[src/rtl/core/gsge_pkg.sv]
// Shared types, constants and a helper function of the genetic search generation engine.
package gsge_pkg;

  // Default sizing handed to the top-level parameters
  localparam int POPULATION_SIZE_DEF = 128;
  localparam int GENOME_BITS_DEF     = 64;

  // Fixed field widths
  localparam int GENOME_W    = 64;
  localparam int INDEX_W     = 7;
  localparam int INDEX_RANGE = 2 ** INDEX_W;
  localparam int FIT_W       = 7;
  localparam int DRAW_W      = 16;
  localparam int GEN_W       = 10;
  localparam int STATUS_W    = 2;

  // Configuration port
  localparam int CFG_DATA_W = 16;
  localparam int CFG_IDX_W  = 1;
  localparam logic [CFG_IDX_W-1:0] CFG_CROSSOVER_RATE   = 1'b0;
  localparam logic [CFG_IDX_W-1:0] CFG_GENERATION_LIMIT = 1'b1;
  localparam logic [DRAW_W-1:0]    CROSSOVER_RATE_RST   = 16'd64225;
  localparam logic [GEN_W-1:0]     GENERATION_LIMIT_RST = 10'd100;

  // Item kinds
  localparam logic KIND_LOAD  = 1'b0;
  localparam logic KIND_BREED = 1'b1;

  // Result status codes
  localparam logic [STATUS_W-1:0] STATUS_LOADED   = 2'd0;
  localparam logic [STATUS_W-1:0] STATUS_CHILD    = 2'd1;
  localparam logic [STATUS_W-1:0] STATUS_GEN_DONE = 2'd2;
  localparam logic [STATUS_W-1:0] STATUS_REFUSED  = 2'd3;

  typedef struct packed {
    logic                kind;
    logic [INDEX_W-1:0]  slot;
    logic [GENOME_W-1:0] genome_in;
    logic [INDEX_W-1:0]  first_a;
    logic [INDEX_W-1:0]  first_b;
    logic [INDEX_W-1:0]  second_a;
    logic [INDEX_W-1:0]  second_b;
    logic [DRAW_W-1:0]   cross_draw;
    logic [INDEX_W-1:0]  cut_point;
    logic [GENOME_W-1:0] flip_mask;
  } gsge_in_t;

  typedef struct packed {
    logic [STATUS_W-1:0] status;
    logic [GENOME_W-1:0] child_genome;
    logic [FIT_W-1:0]    child_fitness;
    logic [FIT_W-1:0]    best_fitness;
    logic [GENOME_W-1:0] best_genome;
    logic [GEN_W-1:0]    generation;
    logic                finished;
  } gsge_out_t;

  // Which tournament contestant the store read fetches
  typedef enum logic [1:0] {
    SEL_FIRST_A,
    SEL_FIRST_B,
    SEL_SECOND_A,
    SEL_SECOND_B
  } contest_sel_t;

  // Controller to datapath commands
  typedef struct packed {
    logic         capture;
    logic         rd_en;
    contest_sel_t rd_sel;
    logic         take_cand;
    logic         pick1;
    logic         pick2;
    logic         make_child;
    logic         commit;
  } dp_cmd_t;

  // Datapath to controller status
  typedef struct packed {
    logic go_breed;
    logic out_free;
  } dp_sts_t;

  // Ones count as a six-level adder tree
  function automatic logic [FIT_W-1:0] ones_count(logic [GENOME_W-1:0] v);
    logic [FIT_W-1:0] acc [GENOME_W];
    for (int i = 0; i < GENOME_W; i++) begin
      acc[i] = FIT_W'(v[i]);
    end
    for (int lvl = 0; lvl < 6; lvl++) begin
      for (int i = 0; i < ((GENOME_W / 2) >> lvl); i++) begin
        acc[i] = acc[2*i] + acc[2*i+1];
      end
    end
    return acc[0];
  endfunction

endpackage

[src/rtl/core/gsge_ctrl.sv]
// Sequencing state machine of the genetic search generation engine.
module gsge_ctrl
  import gsge_pkg::*;
(
  input  logic    clk,
  input  logic    rst_n,
  input  logic    in_valid,
  output logic    in_ready,
  input  dp_sts_t sts,
  output dp_cmd_t cmd
);

  typedef enum logic [2:0] {
    S_IDLE,
    S_RD_A,
    S_RD_B,
    S_RD_C,
    S_RD_D,
    S_PICK2,
    S_MIX,
    S_COMMIT
  } state_t;

  state_t state_r;
  state_t state_nxt;

  always_ff @(posedge clk) begin
    if (!rst_n) begin
      state_r <= S_IDLE;
    end else begin
      state_r <= state_nxt;
    end
  end

  assign in_ready = (state_r == S_IDLE);

  always_comb begin
    cmd       = '0;
    state_nxt = state_r;
    unique case (state_r)
      S_IDLE: begin
        if (in_valid) begin
          cmd.capture = 1'b1;
          state_nxt   = sts.go_breed ? S_RD_A : S_COMMIT;
        end
      end
      S_RD_A: begin
        cmd.rd_en  = 1'b1;
        cmd.rd_sel = SEL_FIRST_A;
        state_nxt  = S_RD_B;
      end
      S_RD_B: begin
        cmd.rd_en     = 1'b1;
        cmd.rd_sel    = SEL_FIRST_B;
        cmd.take_cand = 1'b1;
        state_nxt     = S_RD_C;
      end
      S_RD_C: begin
        cmd.rd_en  = 1'b1;
        cmd.rd_sel = SEL_SECOND_A;
        cmd.pick1  = 1'b1;
        state_nxt  = S_RD_D;
      end
      S_RD_D: begin
        cmd.rd_en     = 1'b1;
        cmd.rd_sel    = SEL_SECOND_B;
        cmd.take_cand = 1'b1;
        state_nxt     = S_PICK2;
      end
      S_PICK2: begin
        cmd.pick2 = 1'b1;
        state_nxt = S_MIX;
      end
      S_MIX: begin
        cmd.make_child = 1'b1;
        state_nxt      = S_COMMIT;
      end
      S_COMMIT: begin
        // hold until the result register can take the transaction
        if (sts.out_free) begin
          cmd.commit = 1'b1;
          state_nxt  = S_IDLE;
        end
      end
      default: begin
        state_nxt = S_IDLE;
      end
    endcase
  end

endmodule

[config.mk]
export PLATFORM = sky130hd
export DESIGN_NAME = gsge_ctrl
export DESIGN_NICKNAME = d
export VERILOG_FILES = /design/src/rtl/core/gsge_pkg.sv /design/src/rtl/core/gsge_ctrl.sv
export SDC_FILE = /design/constraint.sdc
export NUM_CORES = 1
export LEC_CHECK = 0
export BUFFER_PORTS_ARGS = -buffer_cell sky130_fd_sc_hd__buf_2
export CORE_AREA = 4 4 41 43
export CTS_CLUSTER_SIZE = 12
export DETAILED_ROUTE_END_ITERATION = 10
export DIE_AREA = 0 0 45 47
export PLACE_DENSITY = 0.43
export SLEW_MARGIN = 25
export SYNTH_ARGS = -nofsm -noshare
export SYNTH_HDL_FRONTEND = slang
export SYNTH_SLANG_ARGS = --single-unit
[constraint.sdc]
create_clock -name clk -period 1.95 [get_ports clk]
set_input_delay 0.0975 -clock clk [delete_from_list [all_inputs] [get_ports clk]]
set_output_delay 0.0975 -clock clk [all_outputs]
set_load 0.02 [all_outputs]
==> qor.tcl <==
set qor(routed-via-count) 265
set qor(status) {complete, no violations}
set qor(cts_htree_levels) 1
set qor(global_route_wire_length_before_repair_um) 993
set qor(relative_slew_margins) 0.671
set qor(multi_input_area_um2) 160
set qor(ctsResizeCount) 0
set qor(syn-mean-instance-area_um2) 7.19
set qor(biggestRegsByFlops) {state_r: 3 flops}
set qor(antennaDiodeCount) 0
set qor(gr_util_met2) 0.0960
set qor(cap_viol_max_count) 0
set qor(drt_wl_total_um) 652
set qor(period_minus_slack_ns) 1.36
set qor(timing.setup.tns_ns) 0
set qor(worst_path_max_delay_cell) {sky130_fd_sc_hd__dfxtp_1}
set qor(largest-register) {state_r}
set qor(worst_hold_path.num_cells) 2
set qor(crit_path_end_kind) {primary output}
set qor(final-hold-violation-count) 0
set qor(final_cell_mix) {14 x sky130_fd_sc_hd__buf_2, 6 x sky130_fd_sc_hd__nor2_1, 4 x sky130_fd_sc_hd__nand2_1}
set qor(power_density_nw_per_um2) 1030
set qor(core-area_um2) 1300
set qor(required_ns) 1.85
set qor(clock_tree_from_tritoncts) {yes}
set qor(count_of_clock_tree_sinks) 3
set qor(dr.pass1.iters) 2
set qor(worst_r2r_path_depth) 3
set qor(clock_latency_ns) 0.23
set qor(slowest_delay_ns) 0.52
set qor(critPathKind) {reg -> out}
set qor(nNetsFinal) 56
set qor(startpoint_type) {flop}
set qor(layout.cells.most_common) {sky130_fd_sc_hd__buf_2}
set qor(layout.area.seq_um2) 60.1
set qor(synthesis.yosys.warnings) 0
set qor(worst_clock_skew_ns) 0.00206
set qor(io_port_bufs) 14
set qor(syn_area_um2) 251
set qor(reg_clk_slew_reported_paths_ns) 0.03
set qor(placement.cell_area_um2) 313
set qor(worstHoldEndpoint) {state_r[1]}
set qor(tritoncts.num_buffers) 3
set qor(fillers) 168
set qor(worstReg2RegEnd) {state_r[0]}
set qor(viasPerCell) 4.08
set qor(hold_path_class) {in -> reg}
set qor(cp_top_family) {flip-flops}
set qor(initial_core_utilization) 0.193
set qor(vdd_drop_max_v) 0.000497
set qor(final_layout_size_suffix_gt1_frac) 0.360
set qor(ioPinCount) 15
set qor(reg2reg_setup_slack_ns) 0.84
set qor(dr.first_iter.drc_count) 3
set qor(setup_violations) 0
set qor(grt_pass1_vias) 248
set qor(global_route.usage.total) 0.0655
set qor(syn2layout_area_growth_pct) 34.8
set qor(synth_cell_types) 21
set qor(routabilityCongestion) 0.659
set qor(postCtsSetupRepairBufs) 0
set qor(worst_slew_pin_slew_ns) 0.492
set qor(synthCells) 35
set qor(timing.hold.worst.start) {rst_n}
set qor(p_leak_uw) 0.000174
set qor(worstPathCellList) {nand2_1 > o22ai_1 > buf_2}
set qor(cts_max_path_buffers) 2
set qor(global_route.peak_usage_layer) {met2}
set qor(global_route.usage.met3) 0.0460
set qor(fp-row-count) 13
set qor(cp.buffers_inverters) 1
set qor(grt-ovfl-total) 0
set qor(wl_per_cell_um) 10.0
set qor(overall_die_width_um) 45
set qor(global_route.usage.met1) 0.0771
set qor(critPathMaxFanout) 10
set qor(worst_r2r_startpoint) {state_r[2]}
set qor(cp_arrival_ns) 1.26
set qor(synth_nets) 40
set qor(fp.dieArea_um2) 2120
set qor(largest_register_ff_count) 3
set qor(grt_antenna_before_repair) 0
set qor(floorplan.die.height_um) 47
set qor(grt_setup_unrepaired) {no}
set qor(synth.ff_latch_count) 3
set qor(holdBufCountCts) 0
set qor(ant_nets) 0
set qor(dp_hpwl_um) 494
set qor(final-max-slew-violation-count) 0
set qor(post_route_cell_area_um2) 339
set qor(cts-root-buf) {sky130_fd_sc_hd__clkbuf_4}
set qor(post-route-period-util) 0.697
set qor(fmax_mhz) 736
set qor(largest_net_degree_at_the_start_of_global_routing) 16
set qor(synth.yosys.seq_area_share) 0.239
set qor(number_of_design_rule_violations_left_after_detail_routing) 0
==> where the power goes <==
group          leakage, µW  total (µW)  switching, µW  internal, µW
sequential       0.0000250         101           30.1          71.2
clock            0.0000150         106           29.5          76.5
combinational     0.000134         143           85.4          57.7
total             0.000174         350            145           205
==> routing by layer <==
layer / share of wire / vias up
li1: - / 148
met1: 0.45 / 109
met2: 0.48 / 8
met3: 0.074 / 0
met4: 0 / 0
met5: 0 / -
==> synth_stat cells <==
library cell	instances	share of area
sky130_fd_sc_hd__nand3_1	1	0.020
sky130_fd_sc_hd__inv_1	1	0.015
sky130_fd_sc_hd__o22ai_1	1	0.025
sky130_fd_sc_hd__buf_2	1	0.020
sky130_fd_sc_hd__and2_1	1	0.025
sky130_fd_sc_hd__o21ai_0	1	0.020
sky130_fd_sc_hd__o31ai_1	1	0.030
sky130_fd_sc_hd__a21oi_1	1	0.020
sky130_fd_sc_hd__and3_1	1	0.025
sky130_fd_sc_hd__o21ai_1	3	0.060
sky130_fd_sc_hd__xnor2_1	2	0.070
sky130_fd_sc_hd__a21boi_1	1	0.030
sky130_fd_sc_hd__nand2_1	4	0.060
sky130_fd_sc_hd__buf_6	2	0.090
sky130_fd_sc_hd__nand2b_1	1	0.025
sky130_fd_sc_hd__nor2_1	6	0.090
sky130_fd_sc_hd__nor3_2	1	0.040
sky130_fd_sc_hd__o211a_1	1	0.040
sky130_fd_sc_hd__nor3b_1	1	0.030
sky130_fd_sc_hd__dfxtp_1	3	0.24
sky130_fd_sc_hd__and2b_1	1	0.030
==> worst max-delay path by stage <==
stage	from	end	slack, ns	cells after the start
5_1_grt	state_r[2]	cmd[0]	0.47	3
3_5_place_dp	state_r[1]	cmd[6]	0.81	3
4_1_cts	state_r[1]	cmd[6]	0.57	3
2_1_floorplan	state_r[1]	cmd[8]	0.75	3
3_3_place_gp	state_r[1]	cmd[6]	0.82	3
6_report	state_r[1]	cmd[6]	0.59	3
==> cell type report <==
class | count | share of cell area
timing repair buffer | 14 | 0.207
tap | 15 | 0.0554
inverter | 1 | 0.0111
sequential | 3 | 0.177
multi-input combinational | 28 | 0.472
clock buffer | 4 | 0.0775
==> cells by family (layout without fill, tap and decap cells) <==
| family | count (synthesis) | count (layout) | share of synthesized area |
|---|---|---|---|
| xor+xnor | 2 | 2 | 0.0697 |
| buf+inv | 4 | 19 | 0.124 |
| flops | 3 | 3 | 0.239 |
| simple gates | 17 | 17 | 0.343 |
| compound gates | 9 | 9 | 0.224 |
==> metrics by stage <==
step	worst slack, ns	hold WS (ns)	utilization	std cells	total power (µW)
2_1_floorplan	0.750	0.226	-	35	212
3_3_place_gp	0.817	0.372	0.240	61	248
3_5_place_dp	0.813	0.365	0.240	61	248
4_1_cts	0.570	0.127	0.261	65	360
5_1_grt	0.468	0.124	0.261	65	386
6_report	0.591	0.127	0.261	65	350
(Power assumes the default switching activity.)
